**src/sv/assert_macros.svh**
```systemverilog
// assertion macros shared by the blur engine rtl
// no dependencies; included by files that carry assertions
`ifndef ASSERT_MACROS_SVH
`define ASSERT_MACROS_SVH
`ifndef SYNTHESIS
`define GBR_ASSERT(lbl, clk, rst_n, prop) \
  lbl: assert property (@(posedge clk) disable iff (!rst_n) (prop)) \
    else $error("gbr assertion failed");
`define GBR_ASSERT_NR(lbl, clk, prop) \
  lbl: assert property (@(posedge clk) (prop)) else $error("gbr assertion failed");
`else
`define GBR_ASSERT(lbl, clk, rst_n, prop)
`define GBR_ASSERT_NR(lbl, clk, prop)
`endif
`endif

```
**src/sv/gbr_pkg.sv**
```systemverilog
// shared types and codes for the separable blur engine
// no dependencies
package gbr_pkg;
  localparam int CH_BITS = 8;

  localparam logic [1:0] REQ_WRITE = 2'd0;
  localparam logic [1:0] REQ_RUN   = 2'd1;
  localparam logic [1:0] REQ_READ  = 2'd2;

  localparam logic [2:0] REG_WIDTH     = 3'd0;
  localparam logic [2:0] REG_HEIGHT    = 3'd1;
  localparam logic [2:0] REG_RADIUS    = 3'd2;
  localparam logic [2:0] REG_TAPS_LOW  = 3'd3;
  localparam logic [2:0] REG_TAPS_HIGH = 3'd4;

  typedef struct packed {
    logic clr;
    logic acc;
  } gbr_mac_ctl_t;
endpackage

```
**src/sv/gbr_mac.sv**
```systemverilog
// shared multiply-accumulate unit for the three color channels
// depends on gbr_pkg
module gbr_mac import gbr_pkg::*; #(
  parameter int TAP_BITS = 16,
  parameter int ACC_BITS = 29
) (
  input  logic                  clk_i,
  input  gbr_mac_ctl_t          ctl_i,
  input  logic [3*CH_BITS-1:0]  pix_i,
  input  logic [TAP_BITS-1:0]   tap_i,
  output logic [3*CH_BITS-1:0]  res_o
);
  localparam int FRAC = TAP_BITS - 2;

  logic [ACC_BITS-1:0] acc_q [3];
  logic [ACC_BITS-1:0] acc_d [3];

  always_comb begin
    for (int c = 0; c < 3; c++) begin
      acc_d[c] = acc_q[c];
      if (ctl_i.clr) begin
        acc_d[c] = '0;
      end else if (ctl_i.acc) begin
        acc_d[c] = acc_q[c] +
                   ACC_BITS'(pix_i[c*CH_BITS +: CH_BITS]) * ACC_BITS'(tap_i);
      end
    end
  end

  always_ff @(posedge clk_i) begin
    for (int c = 0; c < 3; c++) acc_q[c] <= acc_d[c];
  end

  // truncate the fraction, saturate at full scale
  always_comb begin
    for (int c = 0; c < 3; c++) begin
      if (acc_q[c][ACC_BITS-1:FRAC+CH_BITS] != '0) begin
        res_o[c*CH_BITS +: CH_BITS] = '1;
      end else begin
        res_o[c*CH_BITS +: CH_BITS] = acc_q[c][FRAC +: CH_BITS];
      end
    end
  end
endmodule

```
**config.mk**
```make
export PLATFORM = sky130hd
export DESIGN_NAME = gbr_mac
export DESIGN_NICKNAME = d
export VERILOG_FILES = /design/src/sv/assert_macros.svh /design/src/sv/gbr_pkg.sv /design/src/sv/gbr_mac.sv
export SDC_FILE = /design/constraint.sdc
export NUM_CORES = 1
export LEC_CHECK = 0
export ABC_AREA = 1
export BUFFER_PORTS_ARGS = -buffer_cell sky130_fd_sc_hd__buf_2
export CAP_MARGIN = 15
export CORE_MARGIN = 2
export CORE_UTILIZATION = 50
export CTS_CLUSTER_SIZE = 24
export DETAILED_ROUTE_END_ITERATION = 8
export GPL_TIMING_DRIVEN = 0
export MAX_ROUTING_LAYER = met4
export PLACE_DENSITY_LB_ADDON = 0.1
export REMOVE_ABC_BUFFERS = 1
export SLEW_MARGIN = 20
export SYNTH_ARGS = -nofsm -noshare
export SYNTH_HDL_FRONTEND = slang
export SYNTH_SLANG_ARGS = --single-unit
```
**constraint.sdc**
```tcl
create_clock -name clk_i -period 5.65 [get_ports clk_i]
set_input_delay 0.565 -clock clk_i [delete_from_list [all_inputs] [get_ports clk_i]]
set_output_delay 0.565 -clock clk_i [all_outputs]
set_load 0.005 [all_outputs]
```
Word level (Yosys, flattened, before mapping)
Memory sizes are Yosys's and may differ from the RTL's. Index checks and enable logic that the tools add are counted.

Bits in latches: 0. ROM bits: 0. Register bits after elaboration: 0. Output and inout bits: 24. Word-level logic and storage cells: 19. Bits of input ports: 43. RAM bits: 87. Memories: 1.

$lt $le $gt $ge: 0. Bitwise operators: 0. Reduce and logical (&&, ||, !) cells: 3. Add/sub/neg operators: 3. $mul: 3. Divide/modulo/power cells: 0. Shifts and indexed selects: 0. Muxes and demuxes: 9. Equal/unequal tests: 0.

Memory list: acc_q (depth 3, bits a word 29, rd ports 3, clocked after memory_dff 0, wr ports 3, line gbr_mac.sv:15) `logic [ACC_BITS-1:0] acc_q [3];`.

Operators with widths (number): $mux W29 (6); $add A29 B24 Y29 (3); $mul A8 B16 Y24 (3); $mux W8 (3); $reduce_bool A7 Y1 (3).

Depth between registers and ports, before layout
Gate-level depths: netlist of run 1.

Depth in word-level cells: 4. Mapped depth: 25. Mapped depth without buffers: 23.

Worst setup path after synthesis of run 1
No wires, ideal clock.

Kind: input to register. From: in pix_i[16]. To: mem acc_q[2][15] (netlist: acc_q[0][73]). Setup slack: 1193 ps. Arrival time: 4344 ps. Cell stages on the path: 23. Buffers on the path: 2. Required time: 5537 ps. Setup time: 113 ps. Cell sequence: clkbuf_1 clkbuf_1 nand2_1 fa_1 inv_1 fa_1 fa_1 inv_1 fa_1 inv_1 ha_1 nand2_1 inv_1 nand2_1 nand2_1 inv_1 nand2_2 nand2_1 nand2_1 nand2_1 nand2_1 o21ai_1 inv_1.

RTL lines: start, declared (line gbr_mac.sv:9) `input logic [3*CH_BITS-1:0] pix_i,`; end, declared (line gbr_mac.sv:15).

==> results of run 1 <==
[worst max-delay path by stage]
stage / start / end / slack [ps] / depth (start not counted)
2_1_floorplan: pix_i[8] / acc_q[0][41] / 1720 / 18
3_3_place_gp: ctl_i[0] / acc_q[0][60] / 420 / 4
3_5_place_dp: tap_i[7] / acc_q[0][17] / 730 / 19
4_1_cts: tap_i[7] / acc_q[0][17] / 1120 / 19
5_1_grt: tap_i[5] / acc_q[0][17] / 820 / 19
6_report: tap_i[7] / acc_q[0][17] / 1080 / 19
[cells by family after synthesis]
family / after synthesis / synth area share [%]
AND/OR/NAND/NOR: 1215 / 24.35
buffers and inverters: 1162 / 21.44
adder cells (fa/ha/maj): 465 / 40.19
AO/OA/AOI/OAI: 178 / 4.375
flip-flops: 87 / 8.530
XOR/XNOR: 26 / 1.115
[tightest hold or removal path, delay by kind of cell, from the launching register on]
family	cells	cell delay (ps)
buffers and inverters	1	80
DFF	1	300
AOI/OAI and AO/OA	1	70
[metrics by stage]
| stage | area, sq um | hold slack (ps) | utilization, % | setup slack, ps | instances |
|---|---|---|---|---|---|
| 3_5_place_dp | 21110 | 489.2 | 52.04 | 727.0 | 3627 |
| 5_1_grt | 21400 | 521.6 | 52.78 | 821.6 | 3643 |
| 6_report | 21400 | 493.0 | 52.78 | 1079 | 3643 |
| 2_1_floorplan | 20000 | 469.4 | - | 1725 | 3025 |
| 3_3_place_gp | 20990 | 481.3 | 51.76 | 419.8 | 3623 |
| 4_1_cts | 21400 | 501.9 | 52.78 | 1117 | 3643 |
[area by class of cell]
cell class | instances | area [sq um] | area share (%)
Clock buffer | 10 | 239.0 | 1.116
Clock inverter | 6 | 60.06 | 0.2806
Inverter | 1054 | 3961 | 18.51
Multi-Input combinational cell | 1884 | 14300 | 66.80
Sequential cell | 87 | 1742 | 8.137
Tap cell | 532 | 665.6 | 3.110
Timing Repair Buffer | 70 | 437.9 | 2.046
[layout by cell type, fill, tap and decap left out, drive strengths merged]
cell / instances
inv: 1054
nand2: 954
fa: 318
ha: 147
nor2: 120
a21oi: 115
nand3: 104
dfxtp: 87
buf: 70
o21ai: 62
xor2: 23
nand4: 18
clkbuf: 10
nand3b: 7
or2: 4
nor4: 3
xnor2: 3
nor3: 3
clkinv: 3
clkinvlp: 2
a21o: 1
and2: 1
and3: 1
bufinv: 1
[routing by layer]
layer	GRT usage, %	part of all wire [%]	up-vias
li1	-	-	8705
met3	2.602	4.4	64
met5	-	0	-
met1	35.92	47	8266
met2	42.95	46	326
met4	7.934	2.2	0
==> metrics.log, run 1 <==
[metrics] run status: complete, no violations
[metrics] Worst path top cell family by delay: adder cells
[metrics] summed negative setup slack over all endpoints: 0 ps
[metrics] CTS Buf Count: 9
[metrics] part of the cycle the worst path needs: 80.90%
[metrics] crit path launch type: input pin
[metrics] level count of the clock H-tree: 3
[metrics] top cell types by occurrence after synthesis: sky130_fd_sc_hd__inv_1 (1054), sky130_fd_sc_hd__nand2_1 (935), sky130_fd_sc_hd__fa_1 (318), sky130_fd_sc_hd__ha_1 (147), sky130_fd_sc_hd__a21oi_1 (115)
[metrics] Mapped Avg Cell Area: 6.517 sq um
[metrics] total buffers and inverters traversed by the critical path: 4
[metrics] cell count after synthesis: 3133
[metrics] leading cell types by total area after synthesis: sky130_fd_sc_hd__fa_1 (31%), sky130_fd_sc_hd__inv_1 (19%), sky130_fd_sc_hd__nand2_1 (17%)
[metrics] kind of end point of the critical path: flop
[metrics] final HPWL from detailed placement: 41.25 mm
[metrics] net count of the finished layout: 3614
[metrics] Pins Over Slew Limit: 0
[metrics] diode insertion count for antenna repair: 0
[metrics] maximum fanout along the worst path: 24
[metrics] worst-case reg-to-reg path depth: 18
[metrics] maximum single-stage delay on the critical path: 560 ps
[metrics] Worst path slowest cell: sky130_fd_sc_hd__fa_1
[metrics] wire per inst: 14.21 microns
[metrics] full die area: 0.04247 sq mm
[metrics] number of sinks on the clock net: 87
[metrics] flip-flop count of the largest register, all copies and words added: 87
[metrics] leading register cell type out of synthesis: sky130_fd_sc_hd__dfxtp_1
[metrics] Worst Max-Slew Pin Slew: 902.9 ps
[metrics] endpoint of the worst register-to-register path: acc_q[0][17]
[metrics] number of global-route vias before repair: 17660
[metrics] Die Height: 206.1 microns
[metrics] count of flip-flops with a built-in enable after synthesis: 0
[metrics] most common cell in the netlist: sky130_fd_sc_hd__inv_1
[metrics] CTS tree: built
[metrics] placement row count: 74
[metrics] Vias per Instance: 4.766
[metrics] path class of the lowest-slack min-delay path: flop to flop
[metrics] #FFs+latches synth: 87
[metrics] total of fill cells in the finished design: 4198
[metrics] register with the highest flop count: acc_q
[metrics] Finish-stage setup viols: 0
[metrics] ratio of cells with drive above 1 in the final layout: 4.211%
[metrics] Min-Delay Startpoint: acc_q[0][32]
[metrics] Slew HR: 39.31%
[metrics] number of cells traversed by the worst hold path: 2
[metrics] Final Hold Vio Count: 0
[metrics] Async SR Flop Fraction: 0%
[metrics] Hold Crit Endpoint: acc_q[0][32]
[metrics] Max Clock Skew: 8.251 ps
[metrics] Chip Width: 206.1 microns
[metrics] CTS Hold Buffers Added: 0
[metrics] DR pass1 iterations: 5
[metrics] WL final: 51.75 mm
[metrics] Worst R2R Start: acc_q[0][7]
[metrics] Synth top area share: 31.18%
[metrics] top cell type by total area after synthesis: sky130_fd_sc_hd__fa_1
[metrics] number of DRC markers after the initial detailed-route iteration: 936
[metrics] Worst Path Arrival: 4850 ps
[metrics] sequential fraction of the synthesis area: 8.530%
[metrics] number of buffers added on ports: 66
[metrics] via count: 17360
[metrics] Post-CTS Setup Repair Bufs: 0
[metrics] GRT Util Overall: 26.72%
[metrics] critical path class: input pin to flop
[metrics] CTS resizes: 0
[metrics] Worst-Skew Late Latency: 400 ps
[metrics] yosys warns: 0
[metrics] Synth-to-Final Area Change: 4.829%
[metrics] Critical Path RT: 5930 ps
[metrics] Root Buffer: sky130_fd_sc_hd__clkbuf_16
[metrics] # Max-Cap Violations: 0
[metrics] number of antenna violations at the first check in global routing: 0
[metrics] routability-driven placement congestion ratio: 0.9460
[metrics] initial core utilization: 50.35%
[metrics] largest registers in the final layout: acc_q (87)
[metrics] min Tclk post-route: 4571 ps
[metrics] Antenna Nets Post-Route: 0
[metrics] upper clock frequency limit: 218.8 MHz
[metrics] number of buffers between clock root and the deepest sink: 2
[metrics] worst reg2reg setup slack: 1580 ps
[metrics] Netlist cell types: 28
[metrics] wire length of the first global-routing pass: 86.93 mm
[metrics] cell area after synthesis: 0.02042 sq mm
[metrics] setup repair after global routing missed its margin: no
[metrics] CP Cell Sequence: buf_2 -> nand2_1 -> fa_1 -> inv_1 -> fa_1 -> fa_1 -> inv_1 -> fa_1 -> inv_1 -> ha_1 -> nand2_1 -> nor2_1 -> nand2_1 -> nand3_1 -> nand3_1 -> nand3_1 -> nand2_1 -> nor2_1 -> nor2_1
[metrics] total core area: 0.04055 sq mm
[metrics] largest net degree at the start of global routing: 63
[metrics] number of top-level design ports: 67
[metrics] Overflow after GRT: 0
[metrics] total DRC errors in the routed layout: 0
[metrics] Worst-path clk slew: 70 ps
Power of run 1 is not shown: default switching activity piles up to over one toggle a cycle in this logic, so the estimate is an artifact.
==> run 2: changes to the inputs <==
Settings changed: ABC_AREA 1 to 0.
Clock period 5.65 ns to 3.7 ns, I/O delays scaled along.
==> run 2 against run 1 <==
The flow now finishes with violations (negative setup slack); hold slack got worse by 130 ps; critical path depth decreased by 2; cell count decreased by 26%; count of clock-buffer cells in the layout decreased by 1; sequential cell count unchanged; sequential share of layout area decreased by 0.069 points; setup slack got worse by 1900 ps; first-iteration DRC count decreased by 21%; synthesized cell count decreased by 32%; global-route usage increased by 0.27 points; routed wire length decreased by 6.0%; critical path type is now flop to flop; critical endpoint is now acc_q[0][25]; largest cell class unchanged; highest routed layer unchanged.
==> metrics.log, run 2 <==
[metrics] most common cell in the netlist: sky130_fd_sc_hd__inv_1
[metrics] leading cell types by total area after synthesis: sky130_fd_sc_hd__fa_1 (35%), sky130_fd_sc_hd__ha_1 (10%), sky130_fd_sc_hd__inv_1 (10%)
[metrics] path class of the lowest-slack min-delay path: input pin to flop
[metrics] Async SR Flop Fraction: 0% (unchanged)
[metrics] Synth top area share: 35.38% (+4.2 points)
[metrics] Final Hold Vio Count: 0 (unchanged)
[metrics] DR pass1 iterations: 5 (unchanged)
[metrics] number of antenna violations at the first check in global routing: 0 (unchanged)
[metrics] Overflow after GRT: 0 (unchanged)
[metrics] placement row count: 69 (-6.8%)
[metrics] Max Clock Skew: 8.241 ps (-0.01002 ps)
[metrics] full die area: 0.03752 sq mm (-12%)
[metrics] register with the highest flop count: acc_q
[metrics] Worst-Skew Late Latency: 390 ps (about the same)
[metrics] worst reg2reg setup slack: -800 ps (-2380 ps)
[metrics] Critical Path RT: 3990 ps (-1940 ps)
[metrics] compound-gate portion of the synthesized area: 9.604% (+5.2 points)
[metrics] xor and xnor area share after synthesis: 2.385% (+1.3 points)
[metrics] PnR worst setup slack: -800.1 ps (-1879 ps)
[metrics] total DRC errors in the routed layout: 0 (unchanged)
[metrics] number of global-route vias before repair: 15530 (-12%)
[metrics] min Tclk post-route: 4500 ps
[metrics] Die Height: 193.7 microns (-6.0%)
[metrics] Worst-path clk slew: 80 ps (about the same)
[metrics] kind of end point of the critical path: flop
[metrics] failing checks: negative setup slack
[metrics] Pins Over Slew Limit: 0 (unchanged)
[metrics] Multi-input gate area: 0.01563 sq mm (+9.3%)
[metrics] part of the cycle the worst path needs: 121.6%
[metrics] leading register cell type out of synthesis: sky130_fd_sc_hd__dfxtp_1
[metrics] CTS Buf Count: 9 (unchanged)
[metrics] number of sinks on the clock net: 87 (unchanged)
[metrics] CTS Hold Buffers Added: 0 (unchanged)
[metrics] net count of the finished layout: 2728 (-25%)
[metrics] adder-cell area share of the yosys netlist: 45.61% (+5.4 points)
[metrics] #FFs+latches synth: 87 (unchanged)
[metrics] synthesized-area fraction occupied by and/or/nand/nor cells: 19.08% (-5.3 points)
[metrics] level count of the clock H-tree: 3 (unchanged)
[metrics] Worst Max-Slew Pin Slew: 1098 ps (+195.6 ps)
[metrics] Root Buffer: sky130_fd_sc_hd__clkbuf_16
[metrics] count of flip-flops with a built-in enable after synthesis: 0 (unchanged)
[metrics] Inst Count DP: 2579 (-29%)
[metrics] most frequent cells in the layout: sky130_fd_sc_hd__inv_1 (429), sky130_fd_sc_hd__fa_1 (313), sky130_fd_sc_hd__and2_1 (230)
[metrics] maximum fanout along the worst path: 3 (-88%)
[metrics] number of buffers added on ports: 66 (unchanged)
[metrics] initial core utilization: 50.71% (+0.36 points)
[metrics] upper clock frequency limit: 222.2 MHz
[metrics] Synth-to-Final Area Change: 22.14%
[metrics] Vias per Instance: 5.413 (+14%)
[metrics] Antenna Nets Post-Route: 0 (unchanged)
[metrics] leading cell type in the layout, fill and taps excluded: sky130_fd_sc_hd__inv_1
[metrics] cell area after synthesis: 0.01799 sq mm (-12%)
[metrics] Netlist cell types: 71 (+150%)
[metrics] Finish-stage setup viols: 62 (+62)
[metrics] cell count after synthesis: 2133 (-32%)
[metrics] Worst Path Arrival: 4790 ps (-60 ps)
[metrics] sequential fraction of the synthesis area: 9.680% (+1.2 points)
[metrics] total of fill cells in the finished design: 3079 (-27%)
[metrics] WL final: 48.63 mm (-6.0%)
[metrics] wire length of the first global-routing pass: 78.96 mm (-9.2%)
[metrics] largest net degree at the start of global routing: 44 (-30%)
[metrics] final HPWL from detailed placement: 31.89 mm (-23%)
[metrics] flip-flop count of the largest register, all copies and words added: 87 (unchanged)
[metrics] top cell types by occurrence after synthesis: sky130_fd_sc_hd__inv_1 (481), sky130_fd_sc_hd__fa_1 (318), sky130_fd_sc_hd__and2_1 (252), sky130_fd_sc_hd__nand2_1 (215), sky130_fd_sc_hd__ha_1 (147)
[metrics] critical path class: flop to flop
[metrics] number of DRC markers after the initial detailed-route iteration: 739 (-21%)
[metrics] Chip Width: 193.7 microns (-6.0%)
[metrics] GRT Util Overall: 26.99% (+0.27 points)
[metrics] top cell type by total area after synthesis: sky130_fd_sc_hd__fa_1
[metrics] Mapped Avg Cell Area: 8.435 sq um (+29%)
[metrics] run status: finished with violations
[metrics] register cell area after layout: 0.001773 sq mm (+1.8%)
[metrics] wire per inst: 18.10 microns (+27%)
[metrics] multiplexer share of the synthesized area: 1.815% (+1.8 points)
[metrics] diode insertion count for antenna repair: 0 (unchanged)
[metrics] Util after Layout: 61.93% (+9.2 points)
[metrics] total core area: 0.03548 sq mm (-13%)
[metrics] yosys warns: 0 (unchanged)
[metrics] ratio of cells with drive above 1 in the final layout: 21.89% (+18 points)
[metrics] number of top-level design ports: 67 (unchanged)
[metrics] crit path launch type: flop
[metrics] number of cells in the finished layout apart from fillers: 2686 (-26%)
[metrics] number of buffers between clock root and the deepest sink: 2 (unchanged)
[metrics] routability-driven placement congestion ratio: 0.8936 (-5.5%)
[metrics] CTS tree: built
[metrics] via count: 14540 (-16%)
[metrics] # Max-Cap Violations: 0 (unchanged)
[metrics] Slew HR: 26.09% (-13 points)
[metrics] setup repair after global routing missed its margin: yes
[metrics] largest registers in the final layout: acc_q (87)
[metrics] largest family of logic cells by synthesized area: adder cells
## run 2: cells by family after synthesis
kind of cell               after synthesis
and+or+nand+nor                        671
buffers and inverters                  566
adders and majority gates              465
AOI/OAI and AO/OA                      263
DFF                                     87
xor gates and xnor gates                49
muxes                                   32
## run 2: final timing paths
path / endpoint / startpoint / cells past startpoint
worst max register to register: acc_q[0][25] / acc_q[0][8] / 17
worst max-delay path: acc_q[0][25] / acc_q[0][8] / 17
worst min-delay path: acc_q[0][43] / ctl_i[1] / 2
worst min register to register: acc_q[0][71] / acc_q[0][71] / 2
## run 2: worst max-delay path, stage by stage (launching register included)
cell and delay [ps]:
sky130_fd_sc_hd__dfxtp_2 340, sky130_fd_sc_hd__inv_2 40, sky130_fd_sc_hd__fa_1 520, sky130_fd_sc_hd__inv_1 50
sky130_fd_sc_hd__fa_1 450, sky130_fd_sc_hd__fa_1 510, sky130_fd_sc_hd__inv_1 50, sky130_fd_sc_hd__fa_1 490
sky130_fd_sc_hd__inv_2 50, sky130_fd_sc_hd__ha_4 270, sky130_fd_sc_hd__o211ai_1 150, sky130_fd_sc_hd__a21oi_4 220
sky130_fd_sc_hd__o2111ai_4 210, sky130_fd_sc_hd__a2111oi_4 430, sky130_fd_sc_hd__buf_4 180, sky130_fd_sc_hd__o21ai_2 50
sky130_fd_sc_hd__and4_4 170, sky130_fd_sc_hd__a211o_1 220
## run 2: repair_timing
action	4_1_cts	5_1_grt
endpoints found under the setup margin	68	65
gates resized for setup	390	160
pin swaps	204	165
cloned	6	5
buffers inserted	53	39
## run 2: layout make-up
type | instances | share of cell area (%)
clock buffer | 9 | 1.025
clock inverter | 7 | 0.3644
inverter | 481 | 8.216
multi-input combinational | 1480 | 71.11
sequential | 87 | 8.068
tap | 461 | 2.625
timing repair buffer | 161 | 8.597
## run 2: metrics by stage
| stage | worst slack, ps | setup TNS [ps] | hold slack [ps] | area [sq um] |
|---|---|---|---|---|
| 3_5_place_dp | -1706 | -80650 | 439.5 | 18700 |
| 2_1_floorplan | -705.6 | -20080 | 422.5 | 17670 |
| 3_3_place_gp | -1642 | -80980 | 435.5 | 18580 |
| 6_report | -800.1 | -29810 | 360.1 | 21980 |
| 5_1_grt | -921.8 | -38250 | 378.9 | 21980 |
| 4_1_cts | -797.5 | -27320 | 354.8 | 21000 |
## run 2: routing by layer
layer  vias to the layer above  routed length (microns)  global-route usage (%)
met3                        71                     2283                   3.044
met5                         -                        0                       -
li1                       6707                        -                       -
met4                         0                     1276                   7.860
met1                      7430                    20990                   34.97
met2                       330                    24080                   44.84
Power of run 2 is left out for the same reason.
